===== config.mk =====
export PLATFORM = sky130hd
export DESIGN_NAME = magnetometer_heading_calibrator
export DESIGN_NICKNAME = d
export VERILOG_FILES = /design/src/rtl/mhc_pkg.sv /design/src/rtl/mhc_ctrl.sv /design/src/rtl/mhc_datapath.sv /design/src/rtl/magnetometer_heading_calibrator.sv
export SDC_FILE = /design/constraint.sdc
export NUM_CORES = 2
export LEC_CHECK = 0
export BUFFER_PORTS_ARGS = -buffer_cell sky130_fd_sc_hd__clkbuf_2
export CAP_MARGIN = 25
export CORE_MARGIN = 2
export CORE_UTILIZATION = 50
export DETAILED_ROUTE_END_ITERATION = 10
export GPL_ROUTABILITY_DRIVEN = 0
export PLACE_DENSITY = 0.73
export SLEW_MARGIN = 20
export SYNTH_ARGS = -nofsm -noshare
export SYNTH_HDL_FRONTEND = slang
export SYNTH_SLANG_ARGS = --single-unit

===== constraint.sdc =====
create_clock -name clock -period 9.5 [get_ports clock]
set_input_delay 0.475 -clock clock [delete_from_list [all_inputs] [get_ports clock]]
set_output_delay 0.475 -clock clock [all_outputs]
set_load 0.01 [all_outputs]

===== src/rtl/mhc_pkg.sv =====
package mhc_pkg;

   localparam int RAW_W       = 13;
   localparam int FIELD_W     = 16;
   localparam int OFFSET_W    = 15;
   localparam int EST_W       = 15;
   localparam int BEARING_W   = 9;
   localparam int CSR_W       = 16;
   localparam int CSR_INDEX_W = 3;

   localparam int AXES   = 3;
   localparam int AXIS_W = 2;

   // magnitude times q4.12 gain times q2.14 correction
   localparam int MAG_W      = RAW_W;
   localparam int MUL_A_W    = MAG_W + CSR_W;
   localparam int PROD_W     = MUL_A_W + CSR_W;
   localparam int PROD_FRAC  = 26;
   localparam int QUOT_W     = PROD_W - PROD_FRAC;
   localparam int FIX_W      = QUOT_W + 2;

   localparam int CORDIC_W             = 19;
   localparam int ANGLE_W              = 32;
   localparam int DEG_FRAC             = 22;
   localparam int ATAN_LEN             = 24;
   localparam int ATAN_INDEX_W         = 5;
   localparam int CORDIC_STEPS_DEFAULT = 16;

   localparam logic signed [ANGLE_W-1:0] HALF_TURN = 32'sd754974720;
   localparam logic signed [ANGLE_W-1:0] FULL_TURN = 32'sd1509949440;

   localparam logic [BEARING_W-1:0] BEARING_EAST  = 9'd0;
   localparam logic [BEARING_W-1:0] BEARING_NORTH = 9'd90;
   localparam logic [BEARING_W-1:0] BEARING_WEST  = 9'd180;
   localparam logic [BEARING_W-1:0] BEARING_SOUTH = 9'd270;
   localparam logic [BEARING_W-1:0] BEARING_MAX   = 9'd359;

   localparam logic signed [RAW_W-1:0] PEAK_HIGH_INIT = -13'sd4000;
   localparam logic signed [RAW_W-1:0] PEAK_LOW_INIT  = 13'sd4000;

   localparam logic [CSR_W-1:0] GAIN_RESET = 16'd4096;
   localparam logic [CSR_W-1:0] CORR_RESET = 16'd16384;

   localparam logic [CSR_INDEX_W-1:0] REG_GAIN_FACTOR  = 3'd0;
   localparam logic [CSR_INDEX_W-1:0] REG_X_GAIN_CORR  = 3'd1;
   localparam logic [CSR_INDEX_W-1:0] REG_Y_GAIN_CORR  = 3'd2;
   localparam logic [CSR_INDEX_W-1:0] REG_Z_GAIN_CORR  = 3'd3;
   localparam logic [CSR_INDEX_W-1:0] REG_X_OFFSET     = 3'd4;
   localparam logic [CSR_INDEX_W-1:0] REG_Y_OFFSET     = 3'd5;
   localparam logic [CSR_INDEX_W-1:0] REG_Z_OFFSET     = 3'd6;
   localparam logic [CSR_INDEX_W-1:0] REG_TRACK_ENABLE = 3'd7;

   typedef struct packed {
      logic              accept;
      logic              mul_first;
      logic              mul_second;
      logic              fix;
      logic              cordic_init;
      logic              cordic_step;
      logic              cordic_end;
      logic              load_out;
      logic [AXIS_W-1:0] axis;
   } mhc_cmd_type;

   typedef struct packed {
      logic bypass;
   } mhc_status_type;

   // atan(2^-i) in units of 2^-22 degree
   function automatic logic signed [ANGLE_W-1:0] atan_value(input logic [ATAN_INDEX_W-1:0] i);
      logic signed [ANGLE_W-1:0] v;
      case (i)
         5'd0:    v = 32'sd188743680;
         5'd1:    v = 32'sd111421900;
         5'd2:    v = 32'sd58872272;
         5'd3:    v = 32'sd29884485;
         5'd4:    v = 32'sd15000234;
         5'd5:    v = 32'sd7507429;
         5'd6:    v = 32'sd3754631;
         5'd7:    v = 32'sd1877430;
         5'd8:    v = 32'sd938729;
         5'd9:    v = 32'sd469366;
         5'd10:   v = 32'sd234683;
         5'd11:   v = 32'sd117342;
         5'd12:   v = 32'sd58671;
         5'd13:   v = 32'sd29335;
         5'd14:   v = 32'sd14668;
         5'd15:   v = 32'sd7334;
         5'd16:   v = 32'sd3667;
         5'd17:   v = 32'sd1833;
         5'd18:   v = 32'sd917;
         5'd19:   v = 32'sd458;
         5'd20:   v = 32'sd229;
         5'd21:   v = 32'sd115;
         5'd22:   v = 32'sd57;
         5'd23:   v = 32'sd29;
         default: v = 32'sd0;
      endcase
      return v;
   endfunction

endpackage


===== src/rtl/mhc_ctrl.sv =====
module mhc_ctrl #(
   parameter int CORDIC_STEPS = mhc_pkg::CORDIC_STEPS_DEFAULT
) (
   input  logic                             clock,
   input  logic                             reset,
   input  logic                             req_valid,
   output logic                             req_ready,
   output logic                             rsp_valid,
   input  logic                             rsp_ready,
   input  mhc_pkg::mhc_status_type          status,
   output mhc_pkg::mhc_cmd_type             cmd,
   output logic [$clog2(CORDIC_STEPS)-1:0]  step_index
);

   localparam int STEP_W = $clog2(CORDIC_STEPS);
   localparam logic [STEP_W-1:0] STEP_LAST = STEP_W'(CORDIC_STEPS - 1);
   localparam logic [mhc_pkg::AXIS_W-1:0] AXIS_LAST = mhc_pkg::AXIS_W'(mhc_pkg::AXES - 1);

   localparam logic [2:0] S_IDLE   = 3'd0;
   localparam logic [2:0] S_MUL_A  = 3'd1;
   localparam logic [2:0] S_MUL_B  = 3'd2;
   localparam logic [2:0] S_FIX    = 3'd3;
   localparam logic [2:0] S_C_INIT = 3'd4;
   localparam logic [2:0] S_C_STEP = 3'd5;
   localparam logic [2:0] S_C_END  = 3'd6;
   localparam logic [2:0] S_OUT    = 3'd7;

   logic [2:0]                   state_ff, state_in;
   logic [mhc_pkg::AXIS_W-1:0]   axis_ff, axis_in;
   logic [STEP_W-1:0]            step_ff, step_in;
   logic                         out_valid_ff, out_valid_in;

   always_comb begin
      state_in = state_ff;
      axis_in  = axis_ff;
      step_in  = step_ff;
      cmd      = '0;
      cmd.axis = axis_ff;
      unique case (state_ff)
         S_IDLE: begin
            if (req_valid) begin
               cmd.accept = 1'b1;
               axis_in    = '0;
               state_in   = S_MUL_A;
            end
         end
         S_MUL_A: begin
            cmd.mul_first = 1'b1;
            state_in      = S_MUL_B;
         end
         S_MUL_B: begin
            cmd.mul_second = 1'b1;
            state_in       = S_FIX;
         end
         S_FIX: begin
            cmd.fix = 1'b1;
            if (axis_ff == AXIS_LAST) begin
               state_in = S_C_INIT;
            end else begin
               axis_in  = axis_ff + 1'b1;
               state_in = S_MUL_A;
            end
         end
         S_C_INIT: begin
            cmd.cordic_init = 1'b1;
            step_in         = '0;
            state_in        = S_C_STEP;
         end
         S_C_STEP: begin
            if (status.bypass) begin
               state_in = S_C_END;
            end else begin
               cmd.cordic_step = 1'b1;
               if (step_ff == STEP_LAST) begin
                  state_in = S_C_END;
               end else begin
                  step_in = step_ff + 1'b1;
               end
            end
         end
         S_C_END: begin
            cmd.cordic_end = 1'b1;
            state_in       = S_OUT;
         end
         S_OUT: begin
            if (!out_valid_ff || rsp_ready) begin
               cmd.load_out = 1'b1;
               state_in     = S_IDLE;
            end
         end
         default: begin
            state_in = S_IDLE;
         end
      endcase
   end

   assign out_valid_in = cmd.load_out | (out_valid_ff & ~rsp_ready);

   always_ff @(posedge clock) begin
      if (reset) begin
         state_ff     <= S_IDLE;
         axis_ff      <= '0;
         step_ff      <= '0;
         out_valid_ff <= 1'b0;
      end else begin
         state_ff     <= state_in;
         axis_ff      <= axis_in;
         step_ff      <= step_in;
         out_valid_ff <= out_valid_in;
      end
   end

   assign req_ready  = (state_ff == S_IDLE);
   assign rsp_valid  = out_valid_ff;
   assign step_index = step_ff;

   a_accept_starts_axis0 : assert property (@(posedge clock) disable iff (reset)
      cmd.accept |=> (state_ff == S_MUL_A) && (axis_ff == '0))
      else $error("accepted item does not start scaling on the first axis");

   a_load_sets_valid : assert property (@(posedge clock) disable iff (reset)
      cmd.load_out |=> out_valid_ff)
      else $error("loaded result not presented");

   a_no_overwrite : assert property (@(posedge clock) disable iff (reset)
      (out_valid_ff && !rsp_ready) |-> !cmd.load_out)
      else $error("pending result overwritten");

endmodule


===== src/rtl/mhc_datapath.sv =====
module mhc_datapath #(
   parameter int CORDIC_STEPS = mhc_pkg::CORDIC_STEPS_DEFAULT
) (
   input  logic                                      clock,
   input  logic                                      reset,
   input  logic                                      csr_write_enable,
   input  logic [mhc_pkg::CSR_INDEX_W-1:0]           csr_index,
   input  logic [mhc_pkg::CSR_W-1:0]                 csr_write_data,
   input  logic signed [mhc_pkg::RAW_W-1:0]          req_raw_x,
   input  logic signed [mhc_pkg::RAW_W-1:0]          req_raw_y,
   input  logic signed [mhc_pkg::RAW_W-1:0]          req_raw_z,
   input  logic                                      req_restart_tracking,
   input  mhc_pkg::mhc_cmd_type                      cmd,
   input  logic [$clog2(CORDIC_STEPS)-1:0]           step_index,
   output mhc_pkg::mhc_status_type                   status,
   output logic signed [mhc_pkg::FIELD_W-1:0]        rsp_field_x,
   output logic signed [mhc_pkg::FIELD_W-1:0]        rsp_field_y,
   output logic signed [mhc_pkg::FIELD_W-1:0]        rsp_field_z,
   output logic [mhc_pkg::BEARING_W-1:0]             rsp_bearing_deg,
   output logic signed [mhc_pkg::EST_W-1:0]          rsp_offset_est_x,
   output logic signed [mhc_pkg::EST_W-1:0]          rsp_offset_est_y,
   output logic signed [mhc_pkg::EST_W-1:0]          rsp_offset_est_z,
   output logic                                      rsp_saturated
);

   localparam int RW = mhc_pkg::RAW_W;
   localparam int FW = mhc_pkg::FIELD_W;
   localparam int CW = mhc_pkg::CORDIC_W;
   localparam int AW = mhc_pkg::ANGLE_W;
   localparam int NA = mhc_pkg::AXES;

   // configuration registers
   logic [mhc_pkg::CSR_W-1:0]            gain_ff;
   logic [mhc_pkg::CSR_W-1:0]            corr_ff [NA];
   logic signed [mhc_pkg::OFFSET_W-1:0]  off_ff [NA];
   logic                                 track_ff;

   always_ff @(posedge clock) begin
      if (reset) begin
         gain_ff  <= mhc_pkg::GAIN_RESET;
         corr_ff  <= '{default: mhc_pkg::CORR_RESET};
         off_ff   <= '{default: '0};
         track_ff <= 1'b0;
      end else if (csr_write_enable) begin
         unique case (csr_index)
            mhc_pkg::REG_GAIN_FACTOR:  gain_ff    <= csr_write_data;
            mhc_pkg::REG_X_GAIN_CORR:  corr_ff[0] <= csr_write_data;
            mhc_pkg::REG_Y_GAIN_CORR:  corr_ff[1] <= csr_write_data;
            mhc_pkg::REG_Z_GAIN_CORR:  corr_ff[2] <= csr_write_data;
            mhc_pkg::REG_X_OFFSET:     off_ff[0]  <= csr_write_data[mhc_pkg::OFFSET_W-1:0];
            mhc_pkg::REG_Y_OFFSET:     off_ff[1]  <= csr_write_data[mhc_pkg::OFFSET_W-1:0];
            mhc_pkg::REG_Z_OFFSET:     off_ff[2]  <= csr_write_data[mhc_pkg::OFFSET_W-1:0];
            mhc_pkg::REG_TRACK_ENABLE: track_ff   <= csr_write_data[0];
            default: ;
         endcase
      end
   end

   // sample capture and peak tracking
   logic signed [RW-1:0] req_raw [NA];
   logic signed [RW-1:0] raw_ff [NA];
   logic signed [RW-1:0] peak_hi_ff [NA], peak_hi_in [NA];
   logic signed [RW-1:0] peak_lo_ff [NA], peak_lo_in [NA];

   assign req_raw[0] = req_raw_x;
   assign req_raw[1] = req_raw_y;
   assign req_raw[2] = req_raw_z;

   always_comb begin
      logic signed [RW-1:0] hi_base;
      logic signed [RW-1:0] lo_base;
      for (int a = 0; a < NA; a++) begin
         hi_base = req_restart_tracking ? mhc_pkg::PEAK_HIGH_INIT : peak_hi_ff[a];
         lo_base = req_restart_tracking ? mhc_pkg::PEAK_LOW_INIT : peak_lo_ff[a];
         peak_hi_in[a] = (track_ff && (req_raw[a] > hi_base)) ? req_raw[a] : hi_base;
         peak_lo_in[a] = (track_ff && (req_raw[a] < lo_base)) ? req_raw[a] : lo_base;
      end
   end

   always_ff @(posedge clock) begin
      if (reset) begin
         peak_hi_ff <= '{default: mhc_pkg::PEAK_HIGH_INIT};
         peak_lo_ff <= '{default: mhc_pkg::PEAK_LOW_INIT};
      end else if (cmd.accept) begin
         peak_hi_ff <= peak_hi_in;
         peak_lo_ff <= peak_lo_in;
      end
   end

   always_ff @(posedge clock) begin
      if (cmd.accept) begin
         raw_ff <= req_raw;
      end
   end

   // axis scaling on one shared multiplier, two passes per axis
   logic signed [RW-1:0]              raw_sel;
   logic [mhc_pkg::MAG_W-1:0]         mag;
   logic [mhc_pkg::MUL_A_W-1:0]       mul_a;
   logic [mhc_pkg::CSR_W-1:0]         mul_b;
   logic [mhc_pkg::PROD_W-1:0]        mul_p;
   logic [mhc_pkg::PROD_W-1:0]        prod_ff;

   assign raw_sel = raw_ff[cmd.axis];
   assign mag     = raw_sel[RW-1] ? mhc_pkg::MAG_W'(-raw_sel) : mhc_pkg::MAG_W'(raw_sel);
   assign mul_a   = cmd.mul_second ? prod_ff[mhc_pkg::MUL_A_W-1:0]
                                   : mhc_pkg::MUL_A_W'(mag);
   assign mul_b   = cmd.mul_second ? corr_ff[cmd.axis] : gain_ff;
   assign mul_p   = mhc_pkg::PROD_W'(mul_a) * mhc_pkg::PROD_W'(mul_b);

   always_ff @(posedge clock) begin
      if (cmd.mul_first || cmd.mul_second) begin
         prod_ff <= mul_p;
      end
   end

   logic signed [mhc_pkg::FIX_W-1:0] quot_s;
   logic signed [mhc_pkg::FIX_W-1:0] signed_q;
   logic signed [mhc_pkg::FIX_W-1:0] sum_q;
   logic signed [FW-1:0]             clip_val;
   logic                             clip;
   logic signed [FW-1:0]             field_ff [NA];
   logic                             sat_ff;

   assign quot_s   = $signed({2'b00, prod_ff[mhc_pkg::PROD_W-1:mhc_pkg::PROD_FRAC]});
   assign signed_q = raw_sel[RW-1] ? -quot_s : quot_s;
   assign sum_q    = signed_q + mhc_pkg::FIX_W'(off_ff[cmd.axis]);

   always_comb begin
      clip     = 1'b0;
      clip_val = sum_q[FW-1:0];
      if (sum_q > mhc_pkg::FIX_W'(32767)) begin
         clip     = 1'b1;
         clip_val = 16'sh7FFF;
      end else if (sum_q < -mhc_pkg::FIX_W'(32768)) begin
         clip     = 1'b1;
         clip_val = 16'sh8000;
      end
   end

   always_ff @(posedge clock) begin
      if (cmd.accept) begin
         sat_ff <= 1'b0;
      end else if (cmd.fix) begin
         sat_ff <= sat_ff | clip;
      end
      if (cmd.fix) begin
         field_ff[cmd.axis] <= clip_val;
      end
   end

   // vectoring cordic, one micro-rotation per cycle
   logic signed [CW-1:0]              fx_e, fy_e;
   logic signed [CW-1:0]              x_ff, y_ff;
   logic signed [AW-1:0]              ang_ff;
   logic signed [CW-1:0]              xs, ys;
   logic signed [AW-1:0]              atan_v;
   logic                              bypass_ff;
   logic [mhc_pkg::BEARING_W-1:0]     bypass_deg_ff;
   logic [mhc_pkg::BEARING_W-1:0]     bypass_deg;
   logic [mhc_pkg::BEARING_W-1:0]     bearing_ff;
   logic signed [AW-1:0]              ang_wrap1, ang_wrap2;
   logic [AW-mhc_pkg::DEG_FRAC-1:0]   deg_whole;
   logic [mhc_pkg::BEARING_W-1:0]     deg_final;

   assign fx_e   = CW'(field_ff[0]);
   assign fy_e   = CW'(field_ff[1]);
   assign xs     = x_ff >>> step_index;
   assign ys     = y_ff >>> step_index;
   assign atan_v = mhc_pkg::atan_value(mhc_pkg::ATAN_INDEX_W'(step_index));

   always_comb begin
      if (fy_e == '0) begin
         bypass_deg = (fx_e < 0) ? mhc_pkg::BEARING_WEST : mhc_pkg::BEARING_EAST;
      end else begin
         bypass_deg = (fy_e > 0) ? mhc_pkg::BEARING_NORTH : mhc_pkg::BEARING_SOUTH;
      end
   end

   always_ff @(posedge clock) begin
      if (reset) begin
         bypass_ff <= 1'b0;
      end else if (cmd.cordic_init) begin
         bypass_ff <= (fx_e == '0) || (fy_e == '0);
      end
   end

   always_ff @(posedge clock) begin
      if (cmd.cordic_init) begin
         bypass_deg_ff <= bypass_deg;
         if (fx_e < 0) begin
            x_ff   <= -fx_e;
            y_ff   <= -fy_e;
            ang_ff <= mhc_pkg::HALF_TURN;
         end else begin
            x_ff   <= fx_e;
            y_ff   <= fy_e;
            ang_ff <= '0;
         end
      end else if (cmd.cordic_step) begin
         if (y_ff >= 0) begin
            x_ff   <= x_ff + ys;
            y_ff   <= y_ff - xs;
            ang_ff <= ang_ff + atan_v;
         end else begin
            x_ff   <= x_ff - ys;
            y_ff   <= y_ff + xs;
            ang_ff <= ang_ff - atan_v;
         end
      end
   end

   always_comb begin
      ang_wrap1 = (ang_ff < 0) ? ang_ff + mhc_pkg::FULL_TURN : ang_ff;
      ang_wrap2 = (ang_wrap1 >= mhc_pkg::FULL_TURN) ? ang_wrap1 - mhc_pkg::FULL_TURN
                                                      : ang_wrap1;
      deg_whole = (ang_wrap2 < 0) ? '0 : ang_wrap2[AW-1:mhc_pkg::DEG_FRAC];
      deg_final = (deg_whole > (AW-mhc_pkg::DEG_FRAC)'(mhc_pkg::BEARING_MAX))
                  ? mhc_pkg::BEARING_MAX : deg_whole[mhc_pkg::BEARING_W-1:0];
   end

   always_ff @(posedge clock) begin
      if (cmd.cordic_end) begin
         bearing_ff <= bypass_ff ? bypass_deg_ff : deg_final;
      end
   end

   assign status.bypass = bypass_ff;

   // result register
   logic signed [mhc_pkg::EST_W-1:0] est [NA];

   always_comb begin
      for (int a = 0; a < NA; a++) begin
         est[a] = -(mhc_pkg::EST_W'(peak_hi_ff[a]) + mhc_pkg::EST_W'(peak_lo_ff[a]));
      end
   end

   always_ff @(posedge clock) begin
      if (cmd.load_out) begin
         rsp_field_x      <= field_ff[0];
         rsp_field_y      <= field_ff[1];
         rsp_field_z      <= field_ff[2];
         rsp_bearing_deg  <= bearing_ff;
         rsp_offset_est_x <= est[0];
         rsp_offset_est_y <= est[1];
         rsp_offset_est_z <= est[2];
         rsp_saturated    <= sat_ff;
      end
   end

   a_sat_cleared : assert property (@(posedge clock) disable iff (reset)
      cmd.accept |=> !sat_ff)
      else $error("saturation flag not cleared for new item");

   a_clip_sets_sat : assert property (@(posedge clock) disable iff (reset)
      (cmd.fix && clip) |=> sat_ff)
      else $error("clipped axis not flagged");

   a_bearing_range : assert property (@(posedge clock) disable iff (reset)
      cmd.cordic_end |=> (bearing_ff <= mhc_pkg::BEARING_MAX))
      else $error("bearing out of range");

endmodule


===== src/rtl/magnetometer_heading_calibrator.sv =====
// One raw three-axis sample in, one result out: per-axis scaled and offset fields with a
// saturation flag, the bearing in whole degrees, and the hard-iron offset estimates from the
// min/max peaks. Items are handled one at a time. Scaling uses the single shared multiplier,
// which makes two passes per axis, and the vectoring CORDIC does one micro-rotation per
// cycle; its rotations are skipped when the corrected vector lies on an axis or is zero.
// A finished result waits in an output register, so the next sample is taken while it is
// still pending. Configuration registers must only be written while no item is in flight.
module magnetometer_heading_calibrator #(
   parameter int CORDIC_STEPS = mhc_pkg::CORDIC_STEPS_DEFAULT
) (
   input  logic                                      clock,
   input  logic                                      reset,
   input  logic                                      req_valid,
   output logic                                      req_ready,
   input  logic signed [mhc_pkg::RAW_W-1:0]          req_raw_x,
   input  logic signed [mhc_pkg::RAW_W-1:0]          req_raw_y,
   input  logic signed [mhc_pkg::RAW_W-1:0]          req_raw_z,
   input  logic                                      req_restart_tracking,
   output logic                                      rsp_valid,
   input  logic                                      rsp_ready,
   output logic signed [mhc_pkg::FIELD_W-1:0]        rsp_field_x,
   output logic signed [mhc_pkg::FIELD_W-1:0]        rsp_field_y,
   output logic signed [mhc_pkg::FIELD_W-1:0]        rsp_field_z,
   output logic [mhc_pkg::BEARING_W-1:0]             rsp_bearing_deg,
   output logic signed [mhc_pkg::EST_W-1:0]          rsp_offset_est_x,
   output logic signed [mhc_pkg::EST_W-1:0]          rsp_offset_est_y,
   output logic signed [mhc_pkg::EST_W-1:0]          rsp_offset_est_z,
   output logic                                      rsp_saturated,
   input  logic                                      csr_write_enable,
   input  logic [mhc_pkg::CSR_INDEX_W-1:0]           csr_index,
   input  logic [mhc_pkg::CSR_W-1:0]                 csr_write_data
);

   mhc_pkg::mhc_cmd_type               cmd;
   mhc_pkg::mhc_status_type            status;
   logic [$clog2(CORDIC_STEPS)-1:0]    step_index;

   mhc_ctrl #(
      .CORDIC_STEPS (CORDIC_STEPS)
   ) u_ctrl (
      .clock      (clock),
      .reset      (reset),
      .req_valid  (req_valid),
      .req_ready  (req_ready),
      .rsp_valid  (rsp_valid),
      .rsp_ready  (rsp_ready),
      .status     (status),
      .cmd        (cmd),
      .step_index (step_index)
   );

   mhc_datapath #(
      .CORDIC_STEPS (CORDIC_STEPS)
   ) u_datapath (
      .clock                (clock),
      .reset                (reset),
      .csr_write_enable     (csr_write_enable),
      .csr_index            (csr_index),
      .csr_write_data       (csr_write_data),
      .req_raw_x            (req_raw_x),
      .req_raw_y            (req_raw_y),
      .req_raw_z            (req_raw_z),
      .req_restart_tracking (req_restart_tracking),
      .cmd                  (cmd),
      .step_index           (step_index),
      .status               (status),
      .rsp_field_x          (rsp_field_x),
      .rsp_field_y          (rsp_field_y),
      .rsp_field_z          (rsp_field_z),
      .rsp_bearing_deg      (rsp_bearing_deg),
      .rsp_offset_est_x     (rsp_offset_est_x),
      .rsp_offset_est_y     (rsp_offset_est_y),
      .rsp_offset_est_z     (rsp_offset_est_z),
      .rsp_saturated        (rsp_saturated)
   );

endmodule

After elaboration in Yosys (flattened, before gate mapping)
Memories as Yosys holds them, arrays and structs flattened. A register that Yosys moved wholly into a read port is not among the register bits.
Index checks and enable logic that the tools add are counted.
- bits in registers: 459
- bits in latches: 0
- RAM bits: 48
- memory bits (read-only): 448
- output and inout bits: 105
- memories kept: 2
- memories (memory ; depth ; width ; read ports ; clocked after Yosys merged registers in ; write ports ; line ; source):
    (name not given) ; 16 ; 28 ; 1 ; 1 ; 0 ; mhc_pkg.sv:72 ; case (i)
    u_datapath.field_ff ; 3 ; 16 ; 3 ; 1 ; 1 ; mhc_datapath.sv:122 ; logic signed [FW-1:0] field_ff [NA];
- $add $sub $neg: 21
- multipliers: 1
- div/mod/pow operators: 0
- $lt $le $gt $ge: 16
- equality and inequality tests: 22
- shift-type cells: 2
- muxes and demuxes: 76
- bitwise operators: 5
- reductions and logical operators: 28
- operator list (cell ; count):
    $mux W13 ; 15
    $mux W32 ; 5
    $mux W19 ; 8
    $mux W16 ; 5
    $lt A32 B1 Y1 const B ; 2
    $mul A29 B16 Y45 ; 1
    $neg A15 Y15 ; 3
    $add A13 B13 Y14 ; 3
    $gt A13 B13 Y1 ; 3
    $lt A13 B13 Y1 ; 3
    $add A19 B19 Y19 ; 2
    $logic_not A19 Y1 ; 2
    $neg A16 Y19 ; 2
    $sshr A19 B4 Y19 ; 2
    $sub A19 B19 Y19 ; 2
    $mux W9 ; 4
    $add A32 B32 Y32 ; 1
    $add A32 B32 Y32 const B ; 1
    $bmux W16 S2 ; 1
    $ge A32 B32 Y1 const B ; 1
    $sub A32 B32 Y32 ; 1
    $sub A32 B32 Y32 const B ; 1
    $bmux W15 S2 ; 1
    $mux W15 ; 2
    44 further kinds ; 100

Longest topological paths before layout
- depth after elaboration: 10
- gate-level depth with buffers: 38
- depth with buffers taken out: 33

Cells and area by module
A second synthesis with hierarchy kept.
- cell total of the unflattened synthesis: 5153
- area total of the unflattened synthesis: 47066.4 µm²
- by module, submodules not included (module ; instances ; cells an instance ; area an instance (µm²) ; sequential area each (µm²)):
    mhc_datapath ; 1 ; 5072 ; 46387.0 ; 13412.9
    mhc_ctrl ; 1 ; 81 ; 679.4 ; 200.2

Worst setup path after synthesis
No wires, ideal clock.
- kind: reg2reg
- from: register u_ctrl.axis_ff[1] in the netlist's numbering
- to: register u_datapath.prod_ff[38] in the netlist's numbering, data pin
- arrival: 8.388 ns
- data required time: 9.235 ns
- path slack: 0.847 ns
- cell stages (with the launch flop): 36
- buffers on the path: 5
- cell sequence: dfxtp_1 -> clkbuf_1 -> nor2b_1 -> clkbuf_1 -> clkbuf_1 -> clkbuf_1 -> a21oi_1 -> ha_1 -> nor4b_1 -> and2_1 -> or3_1 -> a21oi_1 -> a21o_1 -> clkbuf_1 -> nand2_1 -> fa_1 -> inv_1 -> fa_1 -> inv_1 -> fa_1 -> fa_1 -> inv_1 -> fa_1 -> inv_1 -> fa_1 -> inv_1 -> ha_1 -> and4_1 -> nand2_1 -> a2111oi_0 -> nor2_1 -> o21ai_0 -> a221o_1 -> nand3_1 -> o21ai_0 -> xor2_1
- cells in the longest elaborated chain, start to end: 8
- elaborated cells between the ends (all ways): 12
- RTL lines (what ; line ; source):
    from (decl) ; mhc_ctrl.sv:29 ; logic [mhc_pkg::AXIS_W-1:0] axis_ff, axis_in;
    from (signal assigned) ; mhc_ctrl.sv:107 ; axis_ff <= axis_in;
    $not A2 Y3 (not written as such) * ; mhc_datapath.sv:104, mhc_datapath.sv:108 ;
    $bmux W13 S2 ; mhc_datapath.sv:104 ; assign raw_sel = raw_ff[cmd.axis];
    $mux W13 (not written as such) (2 in a row) ; mhc_datapath.sv:104 ;
    $neg A13 Y13 ; mhc_datapath.sv:105 ; assign mag = raw_sel[RW-1] ? mhc_pkg::MAG_W'(-raw_sel) : mhc_pkg::MAG_W'(raw_sel);
    $mux W13 ; mhc_datapath.sv:105 ;
    $mux W29 ; mhc_datapath.sv:106 ; assign mul_a = cmd.mul_second ? prod_ff[mhc_pkg::MUL_A_W-1:0]
    $mul A29 B16 Y45 * ; mhc_datapath.sv:109 ; assign mul_p = mhc_pkg::PROD_W'(mul_a) * mhc_pkg::PROD_W'(mul_b);
    net u_datapath.mul_p, one bit ; mhc_datapath.sv:101 ; logic [mhc_pkg::PROD_W-1:0] mul_p;
    to (signal assigned) ; mhc_datapath.sv:113 ; prod_ff <= mul_p;
    to (decl) ; mhc_datapath.sv:102 ; logic [mhc_pkg::PROD_W-1:0] prod_ff;
The timed path passes the listed nets; every way through them passes the cells marked *. The select of a mux whose other input is x is not followed.
A chain may end at the register's enable or synchronous reset.

Worst setup path in the final report
- from: register u_ctrl.axis_ff[0] in the netlist's numbering
- to: register u_datapath.prod_ff[43] in the netlist's numbering, data pin
Same word-level chain as after synthesis.

==> metrics.txt <==
status finished clean; most used cell along the critical path fa_1; Max Slew Vio Count 0; Synth Area in XOR/XNOR 5.182%; Post-synth EDFFs 320; CTS Root Cell clkbuf_16; sequential-to-total area share from yosys stat between 20% and 30%; # IOs 169; CTS tree done; post-synthesis mux area share between 3 and 4%; antenna violations before repair 7; CP max stage delay 0.64 ns; area leader, netlist edfxtp_1; Rel. slew slack between 20% and 30%; synth top area cells edfxtp_1 20%, fa_1 16%, dfxtp_1 9.6%; Post-Synthesis Cells 5,200; Hold WC Path Type input pin to register; global routing usage on met1 34.22%; DRT Pass-1 Iters 9; Global Route Usage Sum 26.19%; Synth Area in Compound Gates approximately 14%; Skew-Pair Late Insertion Delay 0.64 ns; Post-Syn Area per Cell 9.133 um^2; Fmax achieved approximately 0.11 GHz; num rows ~110; Final nets just over 6,000; grt ovf 0; count of different cell masters after synthesis 83; crit path launch type register; M2 GR Usage between 40 and 50%; Total Wirelength 128,700 um; CTS buffer count 56; Least-Margin Pin Slew 1.188 ns; pin count of the biggest net entering global routing a little over 80; Non-Filler Instances 6,600; Main synth FF type edfxtp_1; # resized after CTS 0; Ys Warns 0; met3 GRT Util 4.857%; Core ar. 0.09459 mm^2; setup bufs post-CTS 0; RSZ-0062 raised after global routing no; Die H 312.2 um; R2R Setup Slk 0.57 ns; Detail Route Antenna Nets 0; Via density 5.823; Initial DRC Count between 3,000 and 4,000; DP HPWL roughly 98,000 um; DR DRC count 0; simple-gate area share of the yosys netlist 16.54%; area grow syn2layout 8.911%; DR WL/cell 19.50 um; clk buf depth 3; Worst Setup End Kind register; Hold Fails Final Rpt 0; Critical Path Fanout Max 17; Critical Path RT approximately 9.9 ns; ys async rst share 0%; global-route wire length before repair ~210,000 um; clk sinks 548; final setup violation count 0; GR peak layer met2; dpl cells 6,486; Final Skew 0.03396 ns; max_cap viols 0; cell area after synthesis around 0.047 mm^2; vias in the first global route roughly 38,000; Total Die Area 0.09746 mm^2; share of cells above drive strength 1 8.307%; Yosys reg bits about 550; Post-CTS Hold Buffers 0; initial core utilization 50.21%; Synth top area share 20.23%; Synth Area in Adders 25.29%; Setup CP Type register to register; routed via count 38,434; Die W 312.2 um; crit path max-delay cell type dfxtp_2; CTS clk-pin slew, worst paths ~0.060 ns; setup TNS 0 ns; Arrival @ worst endpoint a little over 9 ns; dominant combinational cell family by area after synthesis adder cells; I/O Buffers 168; Synth Net Count between 5,000 and 6,000; Period minus WS final 8.925 ns; CTS H-tree lvls 2; final clock period utilization by the worst path roughly 94%
## metal layers
| layer | part of all wire (%) | wire length, um |
|---|---|---|
| met2 | 47 | 60510 |
| met4 | 3.6 | 4669 |
| met1 | 41 | 52300 |
| met3 | 8.7 | 11220 |
| met5 | 0.010 | 13 |
## placed cells by master, fill, tap and decap left out, types with 111 or more instances in the layout
master | Yosys | layout
xnor2_1 | 170 | 170
inv_1 | 512 | 511
clkbuf_2 | 0 | 167
a21oi_1 | 371 | 369
ha_1 | 347 | 347
dfxtp_1 | 228 | 225
o21ai_0 | 204 | 203
nor2_1 | 434 | 432
nand2_1 | 765 | 764
xor2_1 | 111 | 111
fa_1 | 383 | 383
edfxtp_1 | 320 | 320
## metrics by stage
step / instance area, um^2 / worst slack, ns / hold WS [ns] / util, %
floorplan: 47490 / 0.8466 / 0.4003 / -
global placement: 49610 / 0.4891 / 0.4030 / 52.45
detailed placement: 49660 / 0.1790 / 0.4045 / 52.50
CTS: 51620 / 0.1761 / 0.08438 / 54.57
global route: 51720 / 0.0001199 / 0.09832 / 54.68
finish: 51720 / 0.5746 / 0.1058 / 54.68
## worst max-delay path, delay by kind of cell, from the launching register on
family          cells  cell delay [ns]
fa+ha+maj           7             3.42
compound gates      9             2.51
simple gates        7             1.45
flops               1             0.64
xor+xnor            2             0.34
buf+inv             4             0.29
## kinds of logic (layout without fill, tap and decap cells)
kind of cell / Yosys count / count (layout)
compound gates: 1031 / 1031
xor+xnor: 281 / 281
fa+ha+maj: 730 / 730
buf+inv: 731 / 864
flops: 548 / 548
mux: 130 / 130
other cells: 0 / 2
simple gates: 1749 / 1749
## worst paths after layout
kind | start | to | cells after the start
setup / recovery | u_ctrl.axis_ff[0] | u_datapath.prod_ff[43] | 29
hold / removal | req_raw_x[12] | u_datapath.raw_ff[38] | 1
setup reg to reg | u_ctrl.axis_ff[0] | u_datapath.prod_ff[43] | 29
hold reg to reg | u_datapath.field_ff[2][1] | u_datapath.rsp_field_z[1] | 0
## synthesized netlist by cell type, types with 23 or more instances
cell,instances
edfxtp_1,320
dfxtp_1,228
xor2_1,111
o211ai_1,25
or3_1,28
a21o_1,98
mux4_2,24
nor3_1,81
nand4_1,35
o21ai_0,204
inv_1,512
clkbuf_1,176
mux2i_1,80
o31ai_1,29
ha_1,347
and3_1,38
nand2_1,765
nand3_1,70
or2_2,24
o21bai_1,33
a21oi_1,371
nand2b_1,88
fa_1,383
a31oi_1,23
a22o_1,25
xnor2_1,170
and2_1,55
a211oi_1,34
nor2_1,434
o21a_1,41
nor2b_1,62
## state kept, by name, indices dropped and copies added (netlist names), 28 cells and up
| signal | count |
|---|---|
| u_datapath.off_ff | 45 |
| u_datapath.field_ff | 48 |
| u_datapath.peak_hi_ff | 39 |
| u_datapath.peak_lo_ff | 39 |
| u_datapath.atan_v | 28 |
| u_datapath.ang_ff | 32 |
| u_datapath.prod_ff | 45 |
| u_datapath.corr_ff | 48 |
| u_datapath.raw_ff | 39 |
## area by class of cell
cell class                      count  area, um^2
Antenna cell                        2       5.005
Clock buffer                       75        1614
Clock inverter                     30       346.6
Fill cell                        8364       42870
Inverter                          518        1944
Multi-Input combinational cell   3921       30610
Sequential cell                   548       14180
Tap cell                         1265        1583
Timing Repair Buffer              241        1441
Power is left out: the tool's default activity adds up to more than one toggle a clock period on the data nets, which glitch-free logic cannot reach.
